`src/design/cdt_pkg.sv`:
```
// Package for the mm:ss countdown timer: phase, input and sound codes,
// the digit and state records, and the result record.
// No dependencies.
package cdt_pkg;

    localparam int TicksWidth = 16;
    localparam logic [TicksWidth-1:0] TicksPerSecondReset = 16'd60;

    localparam logic [3:0] MinTop    = 4'd9;   // both minute digits
    localparam logic [3:0] SecOneTop = 4'd9;
    localparam logic [2:0] SecTenTop = 3'd5;

    typedef enum logic [2:0] {
        PH_SETTING      = 3'd0,
        PH_COUNTING     = 3'd1,
        PH_PAUSED       = 3'd2,
        PH_ALARM        = 3'd3,
        PH_ALARM_PAUSED = 3'd4
    } phase_t;

    typedef enum logic [1:0] {
        MODE_TICK   = 2'd0,
        MODE_TOUCH  = 2'd1,
        MODE_REPEAT = 2'd2
    } mode_t;

    localparam logic [3:0] BT_START     = 4'd0;
    localparam logic [3:0] BT_STOP      = 4'd1;
    localparam logic [3:0] BT_RESET     = 4'd2;
    localparam logic [3:0] BT_MIN10_UP  = 4'd3;
    localparam logic [3:0] BT_MIN1_UP   = 4'd4;
    localparam logic [3:0] BT_MIN10_DN  = 4'd5;
    localparam logic [3:0] BT_MIN1_DN   = 4'd6;
    localparam logic [3:0] BT_SEC10_UP  = 4'd7;
    localparam logic [3:0] BT_SEC1_UP   = 4'd8;
    localparam logic [3:0] BT_SEC10_DN  = 4'd9;
    localparam logic [3:0] BT_SEC1_DN   = 4'd10;

    localparam logic [1:0] SND_NONE    = 2'd0;
    localparam logic [1:0] SND_ACCEPT  = 2'd1;
    localparam logic [1:0] SND_REFUSE  = 2'd2;

    typedef struct packed {
        logic [3:0] min_tens;
        logic [3:0] min_ones;
        logic [2:0] sec_tens;
        logic [3:0] sec_ones;
    } digits_t;

    typedef struct packed {
        logic [2:0]            phase;
        digits_t               digits;
        logic [TicksWidth-1:0] subsec;
    } timer_t;

    typedef struct packed {
        logic [2:0] timer_state;
        digits_t    digits;
        logic [1:0] sound;
        logic       start_enabled;
        logic       stop_enabled;
    } result_t;

endpackage

```
`src/design/cdt_if.sv`:
```
// Handshake channels of the countdown timer: button/tick requests,
// results and the configuration write. Depends on cdt_pkg.
interface cdt_cmd_if;
    logic       valid;
    logic       ready;
    logic [1:0] mode;
    logic [3:0] button;

    modport source (output valid, output mode, output button, input ready);
    modport sink   (input valid, input mode, input button, output ready);
endinterface

interface cdt_res_if;
    logic       valid;
    logic       ready;
    logic [2:0] timer_state;
    logic [3:0] minute_tens;
    logic [3:0] minute_ones;
    logic [2:0] second_tens;
    logic [3:0] second_ones;
    logic [1:0] sound;
    logic       start_enabled;
    logic       stop_enabled;

    modport source (output valid, output timer_state, output minute_tens,
                    output minute_ones, output second_tens, output second_ones,
                    output sound, output start_enabled, output stop_enabled,
                    input ready);
    modport sink   (input valid, input timer_state, input minute_tens,
                    input minute_ones, input second_tens, input second_ones,
                    input sound, input start_enabled, input stop_enabled,
                    output ready);
endinterface

interface cdt_cfg_if;
    logic        valid;
    logic        ready;
    logic [15:0] data;

    modport source (output valid, output data, input ready);
    modport sink   (input valid, input data, output ready);
endinterface

```
`src/design/cdt_core.sv`:
```
// Next-state and result logic of the countdown timer for one request.
// Depends on cdt_pkg.
module cdt_core
    import cdt_pkg::*;
(
    input  timer_t                cur,
    input  logic [1:0]            mode,
    input  logic [3:0]            button,
    input  logic [TicksWidth-1:0] ticks_per_second,
    output timer_t                nxt,
    output result_t               res
);

    function automatic logic [3:0] step_up(input logic [3:0] d, input logic [3:0] top);
        return (d >= top) ? 4'd0 : d + 4'd1;
    endfunction

    function automatic logic [3:0] step_down(input logic [3:0] d, input logic [3:0] top);
        return (d == 4'd0 || d > top) ? top : d - 4'd1;
    endfunction

    function automatic digits_t edit(input digits_t d, input logic [3:0] b);
        digits_t r;
        r = d;
        case (b)
            BT_MIN10_UP: r.min_tens = step_up(d.min_tens, MinTop);
            BT_MIN1_UP:  r.min_ones = step_up(d.min_ones, MinTop);
            BT_MIN10_DN: r.min_tens = step_down(d.min_tens, MinTop);
            BT_MIN1_DN:  r.min_ones = step_down(d.min_ones, MinTop);
            BT_SEC10_UP: r.sec_tens = 3'(step_up({1'b0, d.sec_tens}, {1'b0, SecTenTop}));
            BT_SEC1_UP:  r.sec_ones = step_up(d.sec_ones, SecOneTop);
            BT_SEC10_DN: r.sec_tens = 3'(step_down({1'b0, d.sec_tens}, {1'b0, SecTenTop}));
            BT_SEC1_DN:  r.sec_ones = step_down(d.sec_ones, SecOneTop);
            default:     r = d;
        endcase
        return r;
    endfunction

    // borrow chain seconds -> minutes; total is known nonzero here
    function automatic digits_t dec_second(input digits_t d);
        digits_t r;
        r = d;
        if (d.sec_ones != 4'd0) begin
            r.sec_ones = d.sec_ones - 4'd1;
        end
        else begin
            r.sec_ones = SecOneTop;
            if (d.sec_tens != 3'd0) begin
                r.sec_tens = d.sec_tens - 3'd1;
            end
            else begin
                r.sec_tens = SecTenTop;
                if (d.min_ones != 4'd0) begin
                    r.min_ones = d.min_ones - 4'd1;
                end
                else begin
                    r.min_ones = MinTop;
                    if (d.min_tens != 4'd0) begin
                        r.min_tens = d.min_tens - 4'd1;
                    end
                    else begin
                        r = '0;
                    end
                end
            end
        end
        return r;
    endfunction

    logic                  cur_zero;
    logic [TicksWidth:0]   subsec_inc;
    digits_t               dec_digits;
    logic [1:0]            sound;

    assign cur_zero   = (cur.digits == '0);
    assign subsec_inc = {1'b0, cur.subsec} + {{TicksWidth{1'b0}}, 1'b1};
    assign dec_digits = dec_second(cur.digits);

    always_comb
    begin
        nxt   = cur;
        sound = SND_NONE;
        case (mode)
            MODE_TICK:
            begin
                if (cur.phase == PH_COUNTING) begin
                    if (cur_zero) begin
                        nxt.subsec = '0;
                        nxt.phase  = PH_ALARM;
                    end
                    else if (subsec_inc >= {1'b0, ticks_per_second}) begin
                        nxt.subsec = '0;
                        nxt.digits = dec_digits;
                        if (dec_digits == '0) begin
                            nxt.phase = PH_ALARM;
                        end
                    end
                    else begin
                        nxt.subsec = subsec_inc[TicksWidth-1:0];
                    end
                end
            end
            MODE_TOUCH:
            begin
                if (button == BT_RESET) begin
                    sound      = SND_ACCEPT;
                    nxt.digits = '0;
                    nxt.phase  = PH_SETTING;
                end
                else if (button == BT_START) begin
                    case (cur.phase)
                        PH_SETTING:
                        begin
                            sound = SND_ACCEPT;
                            if (!cur_zero) begin
                                nxt.subsec = '0;
                                nxt.phase  = PH_COUNTING;
                            end
                        end
                        PH_PAUSED:
                        begin
                            sound     = SND_ACCEPT;
                            nxt.phase = PH_COUNTING;
                        end
                        PH_ALARM_PAUSED:
                        begin
                            sound     = SND_ACCEPT;
                            nxt.phase = PH_ALARM;
                        end
                        default: sound = SND_REFUSE;
                    endcase
                end
                else if (button == BT_STOP) begin
                    case (cur.phase)
                        PH_COUNTING:
                        begin
                            sound     = SND_ACCEPT;
                            nxt.phase = PH_PAUSED;
                        end
                        PH_ALARM:
                        begin
                            sound     = SND_ACCEPT;
                            nxt.phase = PH_ALARM_PAUSED;
                        end
                        default: sound = SND_REFUSE;
                    endcase
                end
                else if (cur.phase == PH_SETTING) begin
                    nxt.digits = edit(cur.digits, button);
                end
            end
            MODE_REPEAT:
            begin
                if (cur.phase == PH_SETTING) begin
                    nxt.digits = edit(cur.digits, button);
                end
            end
            default: nxt = cur;
        endcase
    end

    always_comb
    begin
        res.timer_state   = nxt.phase;
        res.digits        = nxt.digits;
        res.sound         = sound;
        res.start_enabled = (nxt.phase == PH_SETTING) || (nxt.phase == PH_PAUSED)
                            || (nxt.phase == PH_ALARM_PAUSED);
        res.stop_enabled  = !res.start_enabled;
    end

endmodule

```
`src/design/countdown_timer_mmss.sv`:
```
// Top level of the mm:ss countdown kitchen timer: request register,
// timer state, result register and the tick-rate register.
// Depends on cdt_pkg, cdt_if and cdt_core.
//
//  channel | dir | handshake    | payload
//  --------+-----+--------------+---------------------------------------------
//  cmd     | in  | valid/ready  | mode, button
//  res     | out | valid/ready  | timer_state, four digits, sound, enables
//  cfg     | in  | valid/ready  | data = ticks_per_second
//
// One request per cycle sustained while results are taken. A request waits
// in the request register; the timer logic then updates the state and
// loads the result register as the request leaves, and the result is then
// offered. A stalled result holds the result register and the timer
// state; the request register still takes a new request while it is empty
// or the result slot is free or draining, so the input stalls only when
// both registers are full.
// Reset clears the phase, digits and sub-second count and loads 60 ticks
// per second; cfg is always ready.
module countdown_timer_mmss
    import cdt_pkg::*;
(
    input  logic      clk,
    input  logic      rst_n,
    cdt_cmd_if.sink   cmd,
    cdt_res_if.source res,
    cdt_cfg_if.sink   cfg
);

    logic                  cmd_valid_reg;
    logic [1:0]            mode_reg;
    logic [3:0]            button_reg;
    logic                  res_valid_reg;
    result_t               result_reg;
    result_t               result_next;
    timer_t                timer_reg;
    timer_t                timer_next;
    logic [TicksWidth-1:0] tps_reg;
    logic                  advance;

    // the pipeline moves when the result slot is empty or being taken
    assign advance   = !res_valid_reg || res.ready;
    assign cmd.ready = !cmd_valid_reg || advance;
    assign cfg.ready = 1'b1;

    always_ff @(posedge clk or negedge rst_n)
    begin
        if (!rst_n) begin
            tps_reg <= TicksPerSecondReset;
        end
        else if (cfg.valid) begin
            tps_reg <= cfg.data;
        end
    end

    // request register
    always_ff @(posedge clk or negedge rst_n)
    begin
        if (!rst_n) begin
            cmd_valid_reg <= 1'b0;
        end
        else if (cmd.ready) begin
            cmd_valid_reg <= cmd.valid;
        end
    end

    always_ff @(posedge clk)
    begin
        if (cmd.ready && cmd.valid) begin
            mode_reg   <= cmd.mode;
            button_reg <= cmd.button;
        end
    end

    cdt_core u_core (
        .cur              (timer_reg),
        .mode             (mode_reg),
        .button           (button_reg),
        .ticks_per_second (tps_reg),
        .nxt              (timer_next),
        .res              (result_next)
    );

    // timer state commits only when a request leaves the request register
    always_ff @(posedge clk or negedge rst_n)
    begin
        if (!rst_n) begin
            timer_reg     <= '{phase: PH_SETTING, digits: '0, subsec: '0};
            res_valid_reg <= 1'b0;
        end
        else if (advance) begin
            res_valid_reg <= cmd_valid_reg;
            if (cmd_valid_reg) begin
                timer_reg <= timer_next;
            end
        end
    end

    always_ff @(posedge clk)
    begin
        if (advance && cmd_valid_reg) begin
            result_reg <= result_next;
        end
    end

    assign res.valid         = res_valid_reg;
    assign res.timer_state   = result_reg.timer_state;
    assign res.minute_tens   = result_reg.digits.min_tens;
    assign res.minute_ones   = result_reg.digits.min_ones;
    assign res.second_tens   = result_reg.digits.sec_tens;
    assign res.second_ones   = result_reg.digits.sec_ones;
    assign res.sound         = result_reg.sound;
    assign res.start_enabled = result_reg.start_enabled;
    assign res.stop_enabled  = result_reg.stop_enabled;

endmodule

```
`src/flat_wrapper.sv`:
```
// flat-port wrapper written by rule: the top's interface ports become plain ports
module countdown_timer_mmss_flat import cdt_pkg::*;
  (clk, rst_n, cmd_valid, cmd_mode, cmd_button, cmd_ready, res_valid, res_timer_state, res_minute_tens, res_minute_ones, res_second_tens, res_second_ones, res_sound, res_start_enabled, res_stop_enabled, res_ready, cfg_valid, cfg_data, cfg_ready);
  cdt_cmd_if cmd_i ();
  cdt_res_if res_i ();
  cdt_cfg_if cfg_i ();
  input  logic clk;
  input  logic rst_n;
  input wire logic [$bits(cmd_i.valid)-1:0] cmd_valid;
  input wire logic [$bits(cmd_i.mode)-1:0] cmd_mode;
  input wire logic [$bits(cmd_i.button)-1:0] cmd_button;
  output wire logic [$bits(cmd_i.ready)-1:0] cmd_ready;
  output wire logic [$bits(res_i.valid)-1:0] res_valid;
  output wire logic [$bits(res_i.timer_state)-1:0] res_timer_state;
  output wire logic [$bits(res_i.minute_tens)-1:0] res_minute_tens;
  output wire logic [$bits(res_i.minute_ones)-1:0] res_minute_ones;
  output wire logic [$bits(res_i.second_tens)-1:0] res_second_tens;
  output wire logic [$bits(res_i.second_ones)-1:0] res_second_ones;
  output wire logic [$bits(res_i.sound)-1:0] res_sound;
  output wire logic [$bits(res_i.start_enabled)-1:0] res_start_enabled;
  output wire logic [$bits(res_i.stop_enabled)-1:0] res_stop_enabled;
  input wire logic [$bits(res_i.ready)-1:0] res_ready;
  input wire logic [$bits(cfg_i.valid)-1:0] cfg_valid;
  input wire logic [$bits(cfg_i.data)-1:0] cfg_data;
  output wire logic [$bits(cfg_i.ready)-1:0] cfg_ready;
  assign cmd_i.valid = cmd_valid;
  assign cmd_i.mode = cmd_mode;
  assign cmd_i.button = cmd_button;
  assign cmd_ready = cmd_i.ready;
  assign res_valid = res_i.valid;
  assign res_timer_state = res_i.timer_state;
  assign res_minute_tens = res_i.minute_tens;
  assign res_minute_ones = res_i.minute_ones;
  assign res_second_tens = res_i.second_tens;
  assign res_second_ones = res_i.second_ones;
  assign res_sound = res_i.sound;
  assign res_start_enabled = res_i.start_enabled;
  assign res_stop_enabled = res_i.stop_enabled;
  assign res_i.ready = res_ready;
  assign cfg_i.valid = cfg_valid;
  assign cfg_i.data = cfg_data;
  assign cfg_ready = cfg_i.ready;
  countdown_timer_mmss u_core (.clk(clk), .rst_n(rst_n), .cmd(cmd_i), .res(res_i), .cfg(cfg_i));
endmodule
```
`config.mk`:
```
export PLATFORM = sky130hd
export DESIGN_NAME = countdown_timer_mmss_flat
export DESIGN_NICKNAME = d
export VERILOG_FILES = /design/src/design/cdt_pkg.sv /design/src/design/cdt_if.sv /design/src/design/cdt_core.sv /design/src/design/countdown_timer_mmss.sv /design/src/flat_wrapper.sv
export SDC_FILE = /design/constraint.sdc
export NUM_CORES = 1
export LEC_CHECK = 0
export ABC_AREA = 1
export BUFFER_PORTS_ARGS = -buffer_cell sky130_fd_sc_hd__buf_2
export CAP_MARGIN = 20
export CELL_PAD_IN_SITES_DETAIL_PLACEMENT = 2
export CELL_PAD_IN_SITES_GLOBAL_PLACEMENT = 2
export CORE_AREA = 4 4 129 131
export DETAILED_ROUTE_END_ITERATION = 7
export DIE_AREA = 0 0 133 135
export GPL_ROUTABILITY_DRIVEN = 0
export PLACE_DENSITY_LB_ADDON = 0.1
export REMOVE_ABC_BUFFERS = 1
export SLEW_MARGIN = 5
export SYNTH_ARGS = -nofsm -noshare
export SYNTH_HDL_FRONTEND = slang
export SYNTH_SLANG_ARGS = --single-unit
```
`constraint.sdc`:
```
create_clock -name clk -period 6.7 [get_ports clk]
set_input_delay 1.34 -clock clk [delete_from_list [all_inputs] [get_ports clk]]
set_output_delay 1.34 -clock clk [all_outputs]
set_load 0.05 [all_outputs]
```
=== Word level (Yosys, flattened, before mapping) ===
Cells that the tools add are included.

* Add/subtract/negate cells: 10
* Order comparisons: 9
* Eq/ne operators: 23
* Mux-type cells: 50
* Bitwise logic cells: 1
* Reductions and logical operators: 33

{| class="wikitable"
|+ Operator list
! operator !! number
|-
| two-way mux 16 bit || 6
|-
| two-way mux 15 bit || 4
|-
| one-hot mux 15 bit (3 select lines) || 1
|-
| two-way mux 4 bit || 11
|-
| two-way mux 18 bit || 2
|-
| two-way mux 34 bit || 1
|-
| one-hot mux 16 bit (2 select lines) || 1
|-
| logical NOT 15 bit || 2
|-
| two-way mux 3 bit || 8
|-
| one-hot mux 4 bit (2 select lines) || 3
|-
| two-way mux 11 bit || 2
|-
| one-hot mux 3 bit (2 select lines) || 3
|-
| adder 16 x 1 -> 17 bit (second input constant) || 1
|-
| >= comparator 17 x 16 -> 1 bit || 1
|-
| equality test 4 x 3 -> 1 bit (second input constant) || 4
|-
| logical NOT 4 bit || 4
|-
| adder 4 x 1 -> 4 bit (second input constant) || 3
|-
| equality test 4 bit (second input constant) || 3
|-
| >= comparator 4 bit (second input constant) || 3
|-
| > comparator 4 bit (second input constant) || 3
|-
| nonzero test 4 bit || 3
|-
| subtractor 4 x 1 -> 4 bit (second input constant) || 3
|-
| != test 2 bit (second input constant) || 5
|-
| equality test 3 x 2 -> 1 bit (second input constant) || 3
|-
| other kinds (27) || 46
|}

* Bits in registers: 80
* Bits of input ports: 27
* Output and inout bits: 25
* Word-level logic and storage cells: 146

=== Depth between registers and ports, before layout ===
* Depth after elaboration: 15
* Mapped depth: 24
* Mapped depth without buffers: 24

=== Cells and area by module ===
From an unflattened synthesis, not the netlist that was laid out.

* Cells, all modules: 888
* Area, all modules: 6394.9 um^2

{| class="wikitable"
|+ Modules (own cells, without submodules)
! module !! instances !! cells each !! area an instance (um^2) !! sequential area each (um^2)
|-
| cdt_core || 1 || 634 || 3452.1 || 0.0
|-
| countdown_timer_mmss || 1 || 254 || 2942.8 || 2147.1
|}

=== Worst setup path before layout ===
No wires, ideal clock.

* Kind: input port to output port
* From: input res_ready
* To: output cmd_ready
* Arrival: 1800 ps
* Setup slack: 3560 ps
* Cell stages on the path: 2
* Path buffers: 0
* Cells stage by stage: inv_1 nand3_1

* Word-level cells in the longest chain between the ends: 2

{| class="wikitable"
|+ Ends and longest elaborated chain
! item !! line !! text
|-
| start: declaration || flat_wrapper.sv:22 || <nowiki>input wire logic [$bits(res_i.ready)-1:0] res_ready;</nowiki>
|-
| logical OR 1 bit || countdown_timer_mmss.sv:42 || <nowiki>assign advance = !res_valid_reg || res.ready;</nowiki>
|-
| logical OR 1 bit || countdown_timer_mmss.sv:43 || <nowiki>assign cmd.ready = !cmd_valid_reg || advance;</nowiki>
|-
| end: declaration || flat_wrapper.sv:12 || <nowiki>output wire logic [$bits(cmd_i.ready)-1:0] cmd_ready;</nowiki>
|}

Every way passes these cells.

==> out/metrics.csv <==
stage,metric,value,unit
outcome,status,completed,
logic_synthesis,average cell area after synthesis,7.56,um2
clocking,clk sink count,80,
logic_synthesis,Ys Warns,0,
logic_synthesis,top cell type's share of synthesized area,0.207,
routing,final WL,19.7,mm
floorplan,total core area,15600,um2
setup_path,CP endpoint kind,register,
clocking,CTS tree,done,
setup_path,crit path launch type,register,
floorplan,Ports,52,
setup_path,"most used cell, CP",nand2_1,
logic_synthesis,"EDFF count, synth",28,
place,post-DP HPWL,14.8,mm
power,sw power,0.00154,W
logic_synthesis,Yosys reg bits,80,
hold_path,worst hold path type,register to register,
clocking,TritonCTS buffer count,9,
clocking,Root Driver,clkbuf_16,
final_layout,max reg flops,34,
floorplan,Initial Utilization,0.373,
final_layout,area grow syn2layout,12.0,%
routing,Pre-Repair DR Iteration Count,4,
sta,Tcrit/Tclk final,0.592,
setup_path,CP required,6.79,ns
clocking,CTS resizes,0,
power,total power,0.00290,W
sta,final setup violating endpoints,0,
routing,Routed Antenna Nets,0,
logic_synthesis,synthesized area,5810,um2
power,power per cell area,445,nW/um2
logic_synthesis,largest cells by area after synthesis,"dfrtp_1, edfxtp_1, nand2_1",
setup_path,Crit path largest cell delay,0.43,ns
floorplan,Cell Rows,46,
sta,final setup TNS,0,ns
logic_synthesis,Synth top cells by count,"nand2_1, inv_1, nor2_1, o21ai_0, dfrtp_1",
global_routing,vias in the first global route,6005,
sta,Final min period,3.96,ns
logic_synthesis,count of cell types in the netlist,49,
clocking,H-tree depth,3,
global_routing,first-pass GRT wire length,32.5,mm
clocking,"Setup Fix Bufs, Post-CTS",0,
logic_synthesis,Post-synth ARST share,0.650,
setup_path,"slowest stage cell, crit path",dfrtp_1,
sta,final hold vios,0,
final_layout,fin area,6510,um2
sta,fmax,0.252,GHz
logic_synthesis,sequential fraction of the synthesis area,0.370,
power,clock share of power,0.161,
clocking,"Clk Latency, worst-skew pair",0.35,ns
sta,slew at the pin with the worst max-slew slack,0.773,ns
setup_path,CP Class,register to register,
floorplan,Horiz. Die Dim,133,um
routing,drt wl/cell,19.0,um
logic_synthesis,"count leader, synth",nand2_1,
setup_path,crit path max fanout,15,
floorplan,Die ar.,18000,um2
routing,vias,5464,
global_routing,largest net degree at the start of global routing,53,
global_routing,GRT overflow,0,
sta,final hold slack,0.516,ns
logic_synthesis,"area leader, netlist",dfrtp_1,
logic_synthesis,Synth Instances,769,
power,"IR drop worst, VDD",0.000162,V
place,placed instance count,1020,
final_layout,register area,2150,um2
place,number of port buffers,50,
sta,Worst slew margin,0.483,
run,Max Cap Viol,0,
power,part of the power in registers,0.279,
power,Switching Fraction,0.531,
global_routing,GRT Util Overall,0.229,
place,dpl cell area,6240,um2
setup_path,CP cell instances,nand3_1 > nor2_1 > nand2_1 > nor3_1 > nand3_1 > nor3_1 > xor2_1 > ha_1 > nand4_1 > nor4_1 > nand2_1 > nand3_4 > nand2_4 > inv_2 > nand2_1 > nand3_2 > nand3_2,
clocking,hold_buf cts,0,
power,combinational power share,0.560,
power,P_int,0.00136,W
routing,DR iter-0 viols,256,
final_layout,layout filler cell count,1836,
global_routing,initial antenna violation count,0,
logic_synthesis,Most used DFF post-synth,dfrtp_1,
final_layout,nets,872,
sta,RSZ-0062 raised after global routing,false,
final_layout,antenna cells,0,
power,LEAKAGE,3.18,nW
routing,DRC,0,
routing,mean number of vias per cell,5.27,
final_layout,Non-Filler Instances,1036,
clocking,maximum root-to-sink buffer count,2,
final_layout,multi-input logic area,3140,um2
clocking,clk slew on worst S/H paths,0.07,ns
floorplan,Die Height,135,um
setup_path,CP arrival,4.05,ns
sta,Slew Limit Fails,0,
final_layout,layout cells sized above 1,0.168,
sta,Final Skew,0.0124,ns
==> power groups by stage <==
stage                     Sequential, W  Clock, W  Combinational (W)
after floorplan                0.000896         0            0.00102
after global placement         0.000805         0            0.00153
after detailed placement       0.000815         0            0.00160
after CTS                      0.000809  0.000478            0.00162
after global routing           0.000830  0.000495            0.00183
final                          0.000809  0.000466            0.00162
==> final cells by class <==
type                    count  share of cell area
multi-input cells         563               0.482
flip-flops and latches     80               0.330
inverters                 105              0.0606
repair buffers             56              0.0454
well taps                 216              0.0415
clock buffers              11              0.0358
clock inverters             5             0.00519
==> layout by cell type, fill, tap and decap left out, types with 4 or more instances in the layout <==
cell type  Yosys  final
o21ai_1       13     13
buf_2          6     50
inv_2         10     10
buf_4          4      6
ha_1          30     30
nand4_1       15     15
dfrtp_1       48     48
nand2_1      209    209
nand2_2       14     14
nand3_1       38     38
o221ai_1      11     11
xnor2_1        5      5
a22o_1         6      6
nor2_1        53     53
xor2_1        15     15
inv_1         93     93
a21oi_1       37     37
nor3_1         7      7
edfxtp_1      28     28
nor2_4         5      5
nand3_2       23     23
dfstp_2        4      4
clkbuf_16      0      9
o21ai_0       51     51
==> metrics by stage <==
stage | setup WS, ns | util
after floorplan | 3.22 | -
after global placement | 3.04 | 0.400
after detailed placement | 2.78 | 0.400
after CTS | 2.70 | 0.417
after global routing | 2.33 | 0.417
final | 2.74 | 0.417
==> metal layers <==
| layer | GRT usage | wire length, um | up-vias |
|---|---|---|---|
| li1 | - | - | 2632 |
| met3 | 0.0268 | 506 | 16 |
| met4 | 0.0560 | 240 | 0 |
| met5 | 0 | 0 | - |
| met2 | 0.378 | 9190 | 78 |
| met1 | 0.321 | 9760 | 2738 |
==> kinds of logic (layout without fill, tap and decap cells) <==
family	after synthesis	in the layout	share of synthesized area
other	1	1	0.000645
and+or+nand+nor	375	375	0.306
xor gates and xnor gates	20	20	0.0301
buffers and inverters	126	177	0.0909
AOI/OAI and AO/OA	136	136	0.137
adders and majority gates	30	30	0.0646
DFF	80	80	0.370
muxes	1	1	0.00194
==> final timing paths <==
check	end	cells past startpoint	slack, ns	startpoint
hold reg to reg	u_core.tps_reg[4]	2	0.52	u_core.tps_reg[4]
max in group asynchronous	u_core.timer_reg[28]	2	5.06	rst_n
setup / recovery	u_core.res.second_ones[2]	17	2.74	u_core.timer_reg[0]
min in group asynchronous	u_core.timer_reg[6]	2	1.13	rst_n
hold / removal	u_core.tps_reg[4]	2	0.52	u_core.tps_reg[4]
setup reg to reg	u_core.res.second_ones[2]	17	2.74	u_core.timer_reg[0]
==> worst max-delay path: cells and delay by family, from the launching register on <==
family	cells	cell delay, ns
xor gates and xnor gates	1	0.12
adders and majority gates	1	0.38
buffers and inverters	1	0.29
DFF	1	0.43
and+or+nand+nor	14	2.46
(Power assumes the default switching activity.)
